<file path="config.mk">
export PLATFORM = sky130hd
export DESIGN_NAME = pse_cell
export DESIGN_NICKNAME = d
export VERILOG_FILES = /design/src/design/pse_pkg.sv /design/src/design/pse_cell.sv
export SDC_FILE = /design/constraint.sdc
export NUM_CORES = 1
export LEC_CHECK = 0
export ABC_AREA = 1
export BUFFER_PORTS_ARGS = -buffer_cell sky130_fd_sc_hd__buf_2
export CAP_MARGIN = 20
export CORE_MARGIN = 5
export CORE_UTILIZATION = 35
export CTS_CLUSTER_SIZE = 28
export DETAILED_ROUTE_END_ITERATION = 12
export RECOVER_POWER = 25
export SYNTH_ARGS = -nofsm -noshare
export SYNTH_HDL_FRONTEND = slang
export SYNTH_SLANG_ARGS = --single-unit
</file>
<file path="constraint.sdc">
create_clock -name i_clk -period 3.8 [get_ports i_clk]
set_input_delay 0 -clock i_clk [delete_from_list [all_inputs] [get_ports i_clk]]
set_output_delay 0 -clock i_clk [all_outputs]
set_load 0.005 [all_outputs]
</file>
<file path="src/design/pse_pkg.sv">
// Package for the positional stack engine.
// Holds sizes, command and status codes, and the control bundle that the
// top level broadcasts to every stack cell. Depends on nothing.
package pse_pkg;

    localparam int DEPTH   = 64;
    localparam int IDX_W   = $clog2(DEPTH);
    localparam int CNT_W   = $clog2(DEPTH + 1);
    localparam int WORD_W  = 32;
    localparam int CMD_W   = 3;
    localparam int POS_W   = 7;
    localparam int STAT_W  = 2;
    localparam int TOTAL_W = 7;

    localparam logic [CMD_W-1:0] CMD_PUSH   = 3'd0;
    localparam logic [CMD_W-1:0] CMD_POP    = 3'd1;
    localparam logic [CMD_W-1:0] CMD_INSERT = 3'd2;
    localparam logic [CMD_W-1:0] CMD_DELETE = 3'd3;
    localparam logic [CMD_W-1:0] CMD_SORT   = 3'd4;

    localparam logic [STAT_W-1:0] ST_OK     = 2'd0;
    localparam logic [STAT_W-1:0] ST_EMPTY  = 2'd1;
    localparam logic [STAT_W-1:0] ST_FULL   = 2'd2;
    localparam logic [STAT_W-1:0] ST_BADPOS = 2'd3;

    typedef enum logic [2:0] {
        OP_HOLD,
        OP_PUSH,
        OP_INS,
        OP_DEL,
        OP_SORT
    } t_cell_op;

    typedef struct packed {
        t_cell_op                 op;
        logic [IDX_W-1:0]         sel;
        logic signed [WORD_W-1:0] val;
        logic                     phase;
        logic [CNT_W-1:0]         cnt;
    } t_cell_ctl;

endpackage

</file>
<file path="src/design/pse_cell.sv">
// One storage cell of the positional stack engine.
// Holds one word and moves it to or from its neighbors on the broadcast
// command; also does one compare-exchange step of the sort. Uses pse_pkg.
module pse_cell (
    input  logic                              i_clk,
    input  logic [pse_pkg::IDX_W-1:0]         i_idx,
    input  pse_pkg::t_cell_ctl                i_ctl,
    input  logic signed [pse_pkg::WORD_W-1:0] i_below,
    input  logic signed [pse_pkg::WORD_W-1:0] i_above,
    output logic signed [pse_pkg::WORD_W-1:0] o_word,
    output logic signed [pse_pkg::WORD_W-1:0] o_pick
);

    logic signed [pse_pkg::WORD_W-1:0] r_word;
    logic signed [pse_pkg::WORD_W-1:0] n_word;
    logic                              w_hit;
    logic                              w_lower;
    logic                              w_upper;

    assign w_hit = (i_idx == i_ctl.sel);

    // The cell pairs with the cell above on one phase and the cell below on the other.
    assign w_lower = (i_idx[0] == i_ctl.phase)
                  && ((pse_pkg::CNT_W'(i_idx) + pse_pkg::CNT_W'(1)) < i_ctl.cnt)
                  && (r_word < i_above);
    assign w_upper = (i_idx[0] != i_ctl.phase)
                  && (i_idx != '0)
                  && (pse_pkg::CNT_W'(i_idx) < i_ctl.cnt)
                  && (i_below < r_word);

    always_comb begin
        n_word = r_word;
        unique case (i_ctl.op)
            pse_pkg::OP_HOLD: begin
                n_word = r_word;
            end
            pse_pkg::OP_PUSH: begin
                if (w_hit) n_word = i_ctl.val;
            end
            pse_pkg::OP_INS: begin
                if (w_hit) begin
                    n_word = i_ctl.val;
                end else if (i_idx > i_ctl.sel) begin
                    n_word = i_below;
                end
            end
            pse_pkg::OP_DEL: begin
                if (i_idx >= i_ctl.sel) n_word = i_above;
            end
            pse_pkg::OP_SORT: begin
                if (w_lower) begin
                    n_word = i_above;
                end else if (w_upper) begin
                    n_word = i_below;
                end
            end
            default: begin
                n_word = r_word;
            end
        endcase
    end

    always_ff @(posedge i_clk) begin
        r_word <= n_word;
    end

    assign o_word = r_word;
    assign o_pick = w_hit ? r_word : '0;

endmodule

</file>
# Word level (Yosys, flattened, before mapping)
# Index checks and enable logic that the tools add are counted.
# word_totals
ff_bits	32
input_bits	120
output_inout_bits	64
word_cells	35
# op_classes
addsub	1
order_cmp	6
n_eq_ne	11
muxes	8
reduce_logical	8
# op_table
cell	count
$mux W32	7
$pmux W32 S4	1
$lt A32 B32 Y1	2
$add A6 B1 Y7 const B	1
$lt A6 B7 Y1	1
$lt A7 B7 Y1	1
$eq A3 B2 Y1 const B	2
$eq A6 B6 Y1	1
$ge A6 B6 Y1	1
$gt A6 B6 Y1	1
$ne A3 B3 Y1 const B	2
$reduce_bool A6 Y1	1
$logic_and A1 B1 Y1	5
$reduce_and A5 Y1	1
$ne A2 B2 Y1 const B	2
$reduce_bool A4 Y1	1
$eq A3 B1 Y1 const B	1
$eq A3 B3 Y1 const B	1
$eq A1 B1 Y1	1
$ne A1 B1 Y1	1

# Logic depth before layout (Yosys ltp)
# Gate-level depths: netlist of the first run.
# depth
word_depth	7
ltp_mapped	18
depth_no_buf	17

# Worst setup path before layout of the first run
# Ideal clock, no wire load.
# synth_path
path_kind	reg-to-reg
from	register r_word, in the netlist o_word[5]
to	register r_word, in the netlist o_word[0], enable pin
setup_ps	387
arrival_ps	2415
t_required_ps	3413
slack_ps	999
stages_incl_launch_ff	16
n_path_buf	1
synth_period_minus_slack_ps	2801
cell_sequence	edfxtp_1 -> ha_1 -> a21oi_1 -> nor2_1 -> nor3_1 -> nand2_1 -> nand2_1 -> nand2_1 -> nand2_1 -> nand2_1 -> nand2_2 -> nand3_4 -> buf_6 -> nand3_1 -> nand2_1 -> inv_1
# synth_between
elab_chain_cells	4
elab_cells_between_ends	6
classes_between	order compare: 2; eq/ne: 1; reduce/logical: 3
# synth_lines
item	line_no	rtl
from (decl)	pse_cell.sv:14	logic signed [pse_pkg::WORD_W-1:0] r_word;
from (signal assigned)	pse_cell.sv:64	r_word <= n_word;
$lt A32 B32 Y1, on equally long branches	pse_cell.sv:25, pse_cell.sv:29	
$logic_and A1 B1 Y1, on equally long branches	pse_cell.sv:25, pse_cell.sv:29	
$ne A3 B3 Y1 (no line) (*)	n/a	
$reduce_and A5 Y1 (no line) (*)	n/a	
# Every way passes the cells marked *; elsewhere a longest branch is shown, timed or not.
# A chain may end at the register's enable or synchronous reset.

# Final worst setup path of the first run
# layout_path
from	register r_word, in the netlist o_word[5]
to	register r_word, in the netlist o_word[31], enable pin
# The elaborated chain is that of the path after synthesis.

==> results of run 1 <==
==> final cells by class <==
| cell class | instances | area (µm²) |
|---|---|---|
| multi-input combinational | 577 | 3410 |
| sequential | 32 | 961 |
| timing repair buffer | 193 | 988 |
| tap | 180 | 225 |
| clock inverter | 1 | 3.75 |
| inverter | 135 | 507 |
| fill | 1530 | 7760 |
| clock buffer | 7 | 133 |
==> per-layer routing <==
metal,track usage,up-vias,part of all wire
met4,0.0318,2,0.010
met1,0.283,2565,0.45
li1,-,2955,-
met5,0,-,0.00039
met2,0.370,201,0.47
met3,0.0311,18,0.075
==> power groups by stage <==
stage | clock (W) | sequential, W | combinational [W]
3_5_place_dp | 0 | 0.000465 | 0.000679
3_3_place_gp | 0 | 0.000464 | 0.000678
6_report | 0.000395 | 0.000459 | 0.000676
5_1_grt | 0.000420 | 0.000462 | 0.000772
4_1_cts | 0.000400 | 0.000458 | 0.000683
2_1_floorplan | 0 | 0.000463 | 0.000419
==> stage by stage <==
step | utilization | std cells | hold WS (ns) | total power, W | setup WS [ns]
after floorplan | - | 781 | 0.230 | 0.000882 | 0.999
after detailed placement | 0.438 | 1117 | 0.343 | 0.00114 | 0.997
after global routing | 0.445 | 1125 | 0.0709 | 0.00165 | 0.778
after CTS | 0.447 | 1125 | 0.0579 | 0.00154 | 1.00
after global placement | 0.438 | 1117 | 0.351 | 0.00114 | 1.05
final | 0.445 | 1125 | 0.0679 | 0.00153 | 1.03
==> how the worst max path moves through the flow <==
stage	endpoint	cells past startpoint
finish	o_word[31]	16
global route	o_word[16]	16
CTS	o_word[16]	16
detailed placement	o_word[24]	16
global placement	o_word[24]	16
floorplan	o_word[0]	15
==> synth_stat cells (all sizes together) <==
library cell / n / area (µm²)
a211oi: 34 / 255
a21oi: 69 / 349
a31oi: 1 / 6.26
and3b: 1 / 8.76
buf: 15 / 86.3
clkbuf: 22 / 82.6
edfxtp: 32 / 961
ha: 81 / 1010
inv: 135 / 507
nand2: 96 / 363
nand3: 49 / 263
nand3b: 2 / 15.0
nand4: 37 / 231
nor2: 149 / 559
nor3: 5 / 30.0
o2111ai: 2 / 17.5
o211ai: 1 / 7.51
o21a: 1 / 7.51
o21ai: 43 / 215
o32ai: 1 / 8.76
xor2: 5 / 43.8
==> cells in the final DEF, fill, tap and decap left out, drive strengths merged <==
cell	n
nand2	96
clkbuf	29
buf	171
nand3	49
clkinv	1
nand3b	2
nand4	37
a211oi	34
inv	135
a21oi	69
ha	81
a31oi	1
o32ai	1
nor3	5
and3b	1
o2111ai	2
nor2	149
xor2	5
o21a	1
o211ai	1
edfxtp	32
o21ai	43
==> cells by family (layout without fill, tap and decap cells) <==
| logic type | after synthesis | in the layout |
|---|---|---|
| simple gates | 339 | 339 |
| buf+inv | 172 | 336 |
| xor+xnor | 5 | 5 |
| flops | 32 | 32 |
| compound gates | 152 | 152 |
| fa+ha+maj | 81 | 81 |
==> critical path: stages, from the launching register on <==
cell and delay, ns:
edfxtp_1 0.41, inv_1 0.10, ha_1 0.24, a21oi_1 0.16, nor2_1 0.05, a211oi_1 0.19, nand2_1 0.15, nand2_1 0.08
nand2_1 0.06, nand2_1 0.08, nand2_1 0.05, nand2_1 0.05, nand3_1 0.06, nand3_1 0.10, nand2_1 0.06, inv_1 0.36
buf_12 0.26
==> key figures, run 1 <==
Setup path
  • Worst Setup Start Kind: flop
  • Reg2Reg Setup Slack: 1.03 ns
  • R2r worst-path depth: 16
  • Worst setup EP type: flop
  • CP Class: reg -> reg
  • Start point of the critical path: o_word[5]
  • CP required: 3.78 ns
  • FF-to-FF Start: o_word[5]
  • Worst EP arrival: 2.75 ns
  • CP Max Fanout: 23
  • RR Endpoint: o_word[31]

Yosys
  • Synth Area per Inst: 6.44 µm²
  • Synth Area in Adders: 0.201
  • Warnings, synthesis: 0
  • Post-synthesis compound-gate area fraction: 0.172
  • Synthesized area: 0.00503 mm²
  • Post-Synth XOR/XNOR Area: 0.00870
  • Synth Register Bits: 32
  • Sequential-to-total area share from yosys stat: 0.191
  • Post-synth net total: 982
  • Simple-gate share of the synthesized area: 0.292
  • Distinct cell type count after synthesis: 30
  • Post-Synthesis Cells: 781
  • Multiplexer share of the synthesized area: 0
  • Largest family of logic cells by synthesized area: simple AND/OR/NAND/NOR gates

Placed design
  • Cell Area, Placed: 0.00612 mm²
  • Global placement routability congestion: 0.841
  • Final HPWL DP: 13400 µm
  • IO Port Bufs: 183

Floorplan
  • Effective utilization at floorplan: 0.360
  • Die area: 0.0169 mm²
  • Height of the die: 130 µm
  • Die W: 130 µm
  • Core area: 0.0140 mm²
  • Io pins: 184
  • Rows: 43

STA
  • Fmax: 0.360 GHz
  • Final setup violation count: 0
  • Period utilization: 0.730
  • Tmin final: 2.77 ns
  • RSZ-0062 raised after global routing: no
  • Hold Vio Cnt, Final: 0
  • Max Clock Skew: 0.0104 ns
  • Final Max Tran Viols: 0
  • Final setup TNS: 0 ns
  • Slew headroom: 0.328
  • Transition time of the tightest slew-check pin: 1.01 ns

Global routing
  • All-layer global routing usage: 0.212
  • Initial antenna violation count: 1
  • Largest net degree at the start of global routing: 97
  • First-pass GRT wire length: 28600 µm
  • Vias in the first global route: 5681
  • Grt ovf: 0

Power and ir drop
  • Max VDD drop: 0.000177 V
  • NetSw: 0.000605 W
  • PwrDens: 245 mW/mm²
  • Clk network pwr share: 0.258
  • LEAKAGE: 3.35 nW
  • Seq pwr share: 0.300
  • Logic pwr share: 0.442
  • Internal: 0.000924 W
  • Switch share: 0.396

Worst hold path
  • Worst Hold Class: in -> reg
  • Worst Hold Depth: 3
  • Hold_sp: i_ctl[12]
  • End of the worst hold path: o_word[4]

Clock tree
  • CTS H-tree depth: 2
  • Worst-skew pair later-pin latency: 0.28 ns
  • Post-CTS sizing: 0
  • Maximum root-to-sink buffer count: 2
  • Clock sink total: 32
  • Hold buffers post-CTS: 0
  • Clock slew at reported path FFs: 0.06 ns
  • Number of CTS-inserted buffers: 5
  • CTS Root Cell: clkbuf_16
  • CTS tree: yes
  • Post-CTS Setup Inserts: 0

Route
  • Post-DRT Antenna Nets: 0
  • Vias post-DR: 5741
  • DR WL/cell: 16.0 µm
  • Vias/cell: 5.10
  • Detailed Route WL: 18000 µm
  • Detailed router's first-iteration violation count: 348
  • First-pass DRT Iterations: 5
  • DRC: 0

Cells and area
  • Number of flip-flops in the largest register: 32
  • Layout net count: 1145
  • Share of layout cells above drive strength 1: 0.196
  • Area grow syn2layout: 23.8%
  • Ant diodes: 0
  • Finished Cell Area: 0.00623 mm²

Flow run
  • Max Cap Violations: 0

Status
  • Outcome: finished clean
No activity file was read; power rests on OpenSTA's default activity.
==> run 2: changes to the inputs <==
==> constraint.sdc (replaced) <==
create_clock -name i_clk -period 2.9 [get_ports i_clk]
set_input_delay 0 -clock i_clk [delete_from_list [all_inputs] [get_ports i_clk]]
set_output_delay 0 -clock i_clk [all_outputs]
set_load 0.005 [all_outputs]
==> key figures, run 2 (synthesis gave the netlist of run 1 again) <==
Status
  • Outcome: finished clean

Clock tree
  • Post-CTS sizing: 0 (unchanged)
  • Number of CTS-inserted buffers: 5 (unchanged)
  • Clock sink total: 32 (unchanged)
  • Maximum root-to-sink buffer count: 2 (unchanged)
  • Worst-skew pair later-pin latency: 0.28 ns (about the same)
  • Post-CTS Setup Inserts: 0 (unchanged)
  • Clock slew at reported path FFs: 0.06 ns (about the same)
  • CTS Root Cell: clkbuf_16
  • Hold buffers post-CTS: 0 (unchanged)
  • CTS H-tree depth: 2 (unchanged)
  • CTS tree: yes

Cells and area
  • Share of layout cells above drive strength 1: 0.203 (+0.00739)
  • Number of flip-flops in the largest register: 32 (unchanged)
  • Fillers: 1520 (-0.65%)
  • Post-layout util: 0.451 (+0.00564)
  • Layout net count: 1150 (+0.44%)
  • Area grow syn2layout: 25.4%
  • Commonest non-fill, non-tap cell in the layout: buf_2
  • Commonest non-fill, non-tap cells in the layout: 163 x buf_2, 149 x nor2_1, 132 x inv_1
  • Ant diodes: 0 (unchanged)

Route
  • First-pass DRT Iterations: 5 (unchanged)
  • Detailed Route WL: 17900 µm (-0.56%)
  • Vias/cell: 5.07 (-0.72%)
  • DR WL/cell: 15.8 µm (-1.0%)
  • DRC: 0 (unchanged)
  • Post-DRT Antenna Nets: 0 (unchanged)
  • Vias post-DR: 5725 (-0.28%)
  • Detailed router's first-iteration violation count: 389 (+12%)

Power and ir drop
  • Internal: 0.00131 W (+41%)
  • PwrDens: 334 mW/mm² (+36%)
  • Logic pwr share: 0.425 (-0.017)
  • LEAKAGE: 3.40 nW (+1.5%)
  • Seq pwr share: 0.285 (-0.015)
  • Clk network pwr share: 0.290 (+0.032)
  • NetSw: 0.000799 W (+32%)
  • Max VDD drop: 0.000254 V (+44%)
  • Switch share: 0.379 (-0.0163)

Setup path
  • CP required: 2.86 ns (-0.92 ns)
  • CP Max Fanout: 14 (-39%)
  • Worst EP arrival: 2.45 ns (-0.30 ns)
  • Worst setup EP type: flop
  • Worst Setup Start Kind: flop
  • CP Class: reg -> reg

STA
  • Final setup TNS: 0 ns (unchanged)
  • RSZ-0062 raised after global routing: no
  • Final setup violation count: 0 (unchanged)
  • Fmax: 0.401 GHz (+11%)
  • Tmin final: 2.49 ns (-0.281 ns)
  • Period utilization: 0.860 (+0.130)
  • Max Clock Skew: 0.00874 ns (-0.00168 ns)
  • Final Max Tran Viols: 0 (unchanged)
  • Hold Vio Cnt, Final: 0 (unchanged)
  • Slew headroom: 0.617 (+0.289)
  • Transition time of the tightest slew-check pin: 0.574 ns (-0.434 ns)

Global routing
  • First-pass GRT wire length: 27900 µm (-2.6%)
  • All-layer global routing usage: 0.207 (-0.00434)
  • Largest net degree at the start of global routing: 97 (unchanged)
  • Initial antenna violation count: 1 (unchanged)
  • Vias in the first global route: 5394 (-5.1%)
  • Grt ovf: 0 (unchanged)

Placed design
  • Final HPWL DP: 13600 µm (+1.5%)
  • Global placement routability congestion: 0.847 (+0.62%)
  • IO Port Bufs: 183 (unchanged)

Floorplan
  • Core area: 0.0140 mm² (unchanged)
  • Rows: 43 (unchanged)
  • Io pins: 184 (unchanged)
  • Die area: 0.0169 mm² (unchanged)
  • Effective utilization at floorplan: 0.360 (unchanged)
  • Die W: 130 µm (unchanged)
  • Height of the die: 130 µm (unchanged)

Worst hold path
  • Worst Hold Class: in -> reg

Flow run
  • Max Cap Violations: 0 (unchanged)
## run 2: path summary, 6_finish.rpt
check / from / to / slack, ns / depth (start not counted)
max: o_word[23] / o_word[6] / 0.41 / 13
min: i_ctl[12] / o_word[4] / 0.06 / 3
max reg2reg: o_word[23] / o_word[6] / 0.41 / 13
min reg2reg: o_word[31] / o_word[20] / 1.28 / 6
## run 2: metrics by stage
| step | hold WS (ns) | total power (W) | std cells | cell area [µm²] | setup WS (ns) |
|---|---|---|---|---|---|
| 5_1_grt | 0.0723 | 0.00227 | 1130 | 6310 | 0.176 |
| 4_1_cts | 0.0533 | 0.00213 | 1130 | 6330 | 0.395 |
| 6_report | 0.0570 | 0.00211 | 1130 | 6310 | 0.407 |
| 3_3_place_gp | 0.342 | 0.00151 | 1122 | 6170 | 0.284 |
| 3_5_place_dp | 0.343 | 0.00151 | 1122 | 6170 | 0.389 |
| 2_1_floorplan | 0.230 | 0.00116 | 781 | 5030 | 0.0985 |
## run 2: layer usage
layer  vias up  wire, µm  GRT usage
met5         -         7          0
met4         2       283     0.0495
met3        25      1310     0.0364
met2       224      8290      0.341
met1      2519      8010      0.283
li1       2955         -          -
## run 2: power by group through the flow
| stage | clock network (W) | logic (W) | registers, W |
|---|---|---|---|
| 3_5_place_dp | 0 | 0.000898 | 0.000609 |
| 2_1_floorplan | 0 | 0.000550 | 0.000606 |
| 6_report | 0.000610 | 0.000895 | 0.000600 |
| 3_3_place_gp | 0 | 0.000901 | 0.000608 |
| 5_1_grt | 0.000641 | 0.00103 | 0.000605 |
| 4_1_cts | 0.000621 | 0.000905 | 0.000600 |
## run 2: cell type report
class	count	area [µm²]	share of cell area
clock inverter	3	37.5	0.00595
clock buffer	5	125	0.0198
inverter	135	507	0.0803
tap	180	225	0.0357
timing repair buffer	198	1040	0.165
sequential	32	961	0.152
multi-input combinational	577	3410	0.541
## run 2: worst max-delay path, cell delays in order, from the launching register on
cell and delay, ns:
edfxtp_1 0.38, inv_1 0.07, ha_1 0.29, nand2_1 0.10
nor2_1 0.21, nand4_1 0.14, nor3_1 0.22, nand2_1 0.11
nand3b_1 0.09, nand3_1 0.07, nand3_1 0.08, nand2_1 0.05
inv_1 0.10, buf_4 0.26
==> run 3: changes to the inputs <==
--- a/config.mk
+++ b/config.mk
@@ -13,6 +13,7 @@
 export CTS_CLUSTER_SIZE = 28
 export DETAILED_ROUTE_END_ITERATION = 12
 export RECOVER_POWER = 25
+export SKIP_CTS_REPAIR_TIMING = 1
 export SYNTH_ARGS = -nofsm -noshare
 export SYNTH_HDL_FRONTEND = slang
 export SYNTH_SLANG_ARGS = --single-unit
==> constraint.sdc (replaced) <==
create_clock -name i_clk -period 2.8 [get_ports i_clk]
set_input_delay 0 -clock i_clk [delete_from_list [all_inputs] [get_ports i_clk]]
set_output_delay 0 -clock i_clk [all_outputs]
set_load 0.005 [all_outputs]
==> key figures, run 3 (synthesis gave the netlist of run 1 again) <==
Setup path
  • Worst setup EP type: flop
  • CP required: 2.78 ns (-0.08 ns)
  • Worst path cell trace: inv_1, ha_1, a21oi_1, nor2_1, a211oi_2, nand2_1, nand2_1, nand2_1, nand2_1, nand2_1, nand2_1, nand3_1, nand3_1, nand2_1, clkinvlp_4, buf_12
  • Worst Setup Start Kind: flop
  • Slowest CP cell: edfxtp_1
  • Crit-path most repeated cell: nand2_1
  • CP Class: reg -> reg
  • Slowest stage delay, CP: 0.42 ns (+0.04 ns)
  • CP Max Fanout: 18 (+4)
  • Worst EP arrival: 2.59 ns (+0.14 ns)
  • CP delay by family, top: simple AND/OR/NAND/NOR gates
  • Crit path buf inv count: 3 (unchanged)

Global routing
  • Met2 usage: 0.351 (+0.00971)
  • All-layer global routing usage: 0.204 (-0.00302)
  • Vias in the first global route: 5648 (+4.7%)
  • Largest net degree at the start of global routing: 62 (-36%)
  • Initial antenna violation count: 2 (+1)
  • First-pass GRT wire length: 27900 µm (unchanged)
  • Gr busiest metal: met2
  • M3 GR Usage: 0.0377 (+0.00123)
  • Grt ovf: 0 (unchanged)
  • GR Layer Usage met1: 0.260 (-0.0230)

Power and ir drop
  • Switch share: 0.390 (+0.0103)
  • Clk network pwr share: 0.251 (-0.039)
  • Logic pwr share: 0.449 (+0.024)
  • Seq pwr share: 0.300 (+0.015)
  • LEAKAGE: 3.39 nW (-0.27%)
  • PwrDens: 330 mW/mm² (-1.1%)
  • Max VDD drop: 0.000258 V (+1.3%)
  • NetSw: 0.000812 W (+1.6%)
  • Total power: 0.00208 W (-1.1%)
  • Internal: 0.00127 W (-2.7%)

Floorplan
  • Die area: 0.0169 mm² (unchanged)
  • Effective utilization at floorplan: 0.360 (unchanged)
  • Rows: 43 (unchanged)
  • Height of the die: 130 µm (unchanged)
  • Io pins: 184 (unchanged)
  • Core area: 0.0140 mm² (unchanged)
  • Die W: 130 µm (unchanged)

Clock tree
  • CTS H-tree depth: 2 (unchanged)
  • CTS tree: yes
  • CTS Root Cell: clkbuf_16
  • Clock sink total: 32 (unchanged)
  • Worst-skew pair later-pin latency: 0.27 ns (about the same)
  • Maximum root-to-sink buffer count: 2 (unchanged)
  • Clock slew at reported path FFs: 0.05 ns (about the same)
  • Number of CTS-inserted buffers: 5 (unchanged)

Cells and area
  • Commonest non-fill, non-tap cells in the layout: 164 x buf_2, 149 x nor2_1, 131 x inv_1
  • Commonest non-fill, non-tap cell in the layout: buf_2
  • Number of flip-flops in the largest register: 32 (unchanged)
  • Layout net count: 1153 (+0.26%)
  • Share of layout cells above drive strength 1: 0.209 (+0.00566)
  • Post-layout util: 0.451 (about the same)
  • Area grow syn2layout: 25.4% (about the same)
  • Finished Cell Area: 0.00631 mm² (about the same)

Status
  • Outcome: finished clean

STA
  • Final Max Tran Viols: 0 (unchanged)
  • Tmin final: 2.61 ns (+0.118 ns)
  • Period utilization: 0.933 (+0.0730)
  • Final setup violation count: 0 (unchanged)
  • Fmax: 0.383 GHz (-4.5%)
  • Slew headroom: 0.557 (-0.0600)
  • Transition time of the tightest slew-check pin: 0.665 ns (+0.0909 ns)
  • Max Clock Skew: 0.00392 ns (-0.00483 ns)
  • Hold Vio Cnt, Final: 0 (unchanged)
  • PnR worst setup slack: 0.189 ns (-0.218 ns)
  • WHS: 0.0666 ns (+0.00963 ns)

Route
  • DRC: 0 (unchanged)
  • Detailed Route WL: 17800 µm (-0.79%)
  • DR WL/cell: 15.7 µm (-1.1%)
  • Vias/cell: 5.11 (+0.85%)
  • First-pass DRT Iterations: 5 (unchanged)
  • Post-DRT Antenna Nets: 0 (unchanged)
  • Vias post-DR: 5794 (+1.2%)
  • Detailed router's first-iteration violation count: 427 (+9.8%)

Placed design
  • Final HPWL DP: 14200 µm (+4.1%)
  • IO Port Bufs: 183 (unchanged)
  • Global placement routability congestion: 0.853 (+0.76%)
  • Cell Area, Placed: 0.00619 mm² (+0.22%)
  • Pre-CTS setup slack: 0.153 ns (-0.236 ns)

Worst hold path
  • Worst Hold Class: in -> reg

Flow run
  • Max Cap Violations: 0 (unchanged)
==> run 3: layout make-up <==
| class | count | area (µm²) |
|---|---|---|
| inverters | 135 | 510 |
| clock inverters | 1 | 3.75 |
| clock buffers | 7 | 133 |
| fillers | 1512 | 7680 |
| repair buffers | 201 | 1050 |
| diodes | 1 | 2.50 |
| multi-input cells | 577 | 3420 |
| flip-flops and latches | 32 | 961 |
| well taps | 180 | 225 |
==> run 3: worst paths after layout <==
path / from / slack, ns / end / cells past startpoint
hold / removal: i_ctl[10] / 0.07 / o_word[2] / 3
setup reg to reg: o_word[5] / 0.19 / o_word[16] / 16
hold reg to reg: o_word[31] / 1.20 / o_word[26] / 6
setup / recovery: o_word[5] / 0.19 / o_word[16] / 16
==> run 3: per-layer routing <==
metal | vias to the layer above | part of all wire
met5 | - | 0.0012
met4 | 4 | 0.029
met1 | 2571 | 0.44
met2 | 211 | 0.46
li1 | 2977 | -
met3 | 31 | 0.070
==> run 3: power by group through the flow <==
stage	combinational, W	sequential [W]	clock, W
3_3_place_gp	0.000938	0.000630	0
6_report	0.000936	0.000624	0.000523
2_1_floorplan	0.000570	0.000628	0
5_1_grt	0.00106	0.000629	0.000552
3_5_place_dp	0.000933	0.000633	0
4_1_cts	0.000939	0.000623	0.000533
==> run 3: tightest hold or removal path, cell delays in order <==
cell and delay (ns):
buf_2 0.09, nor2_1 0.04, a21oi_1 0.10
==> run 3: metrics by stage <==
stage | setup TNS [ns] | cells
6_report | 0 | 1134
5_1_grt | -0.0534 | 1133
4_1_cts | 0 | 1133
3_5_place_dp | 0 | 1125
3_3_place_gp | 0 | 1125
2_1_floorplan | 0 | 781
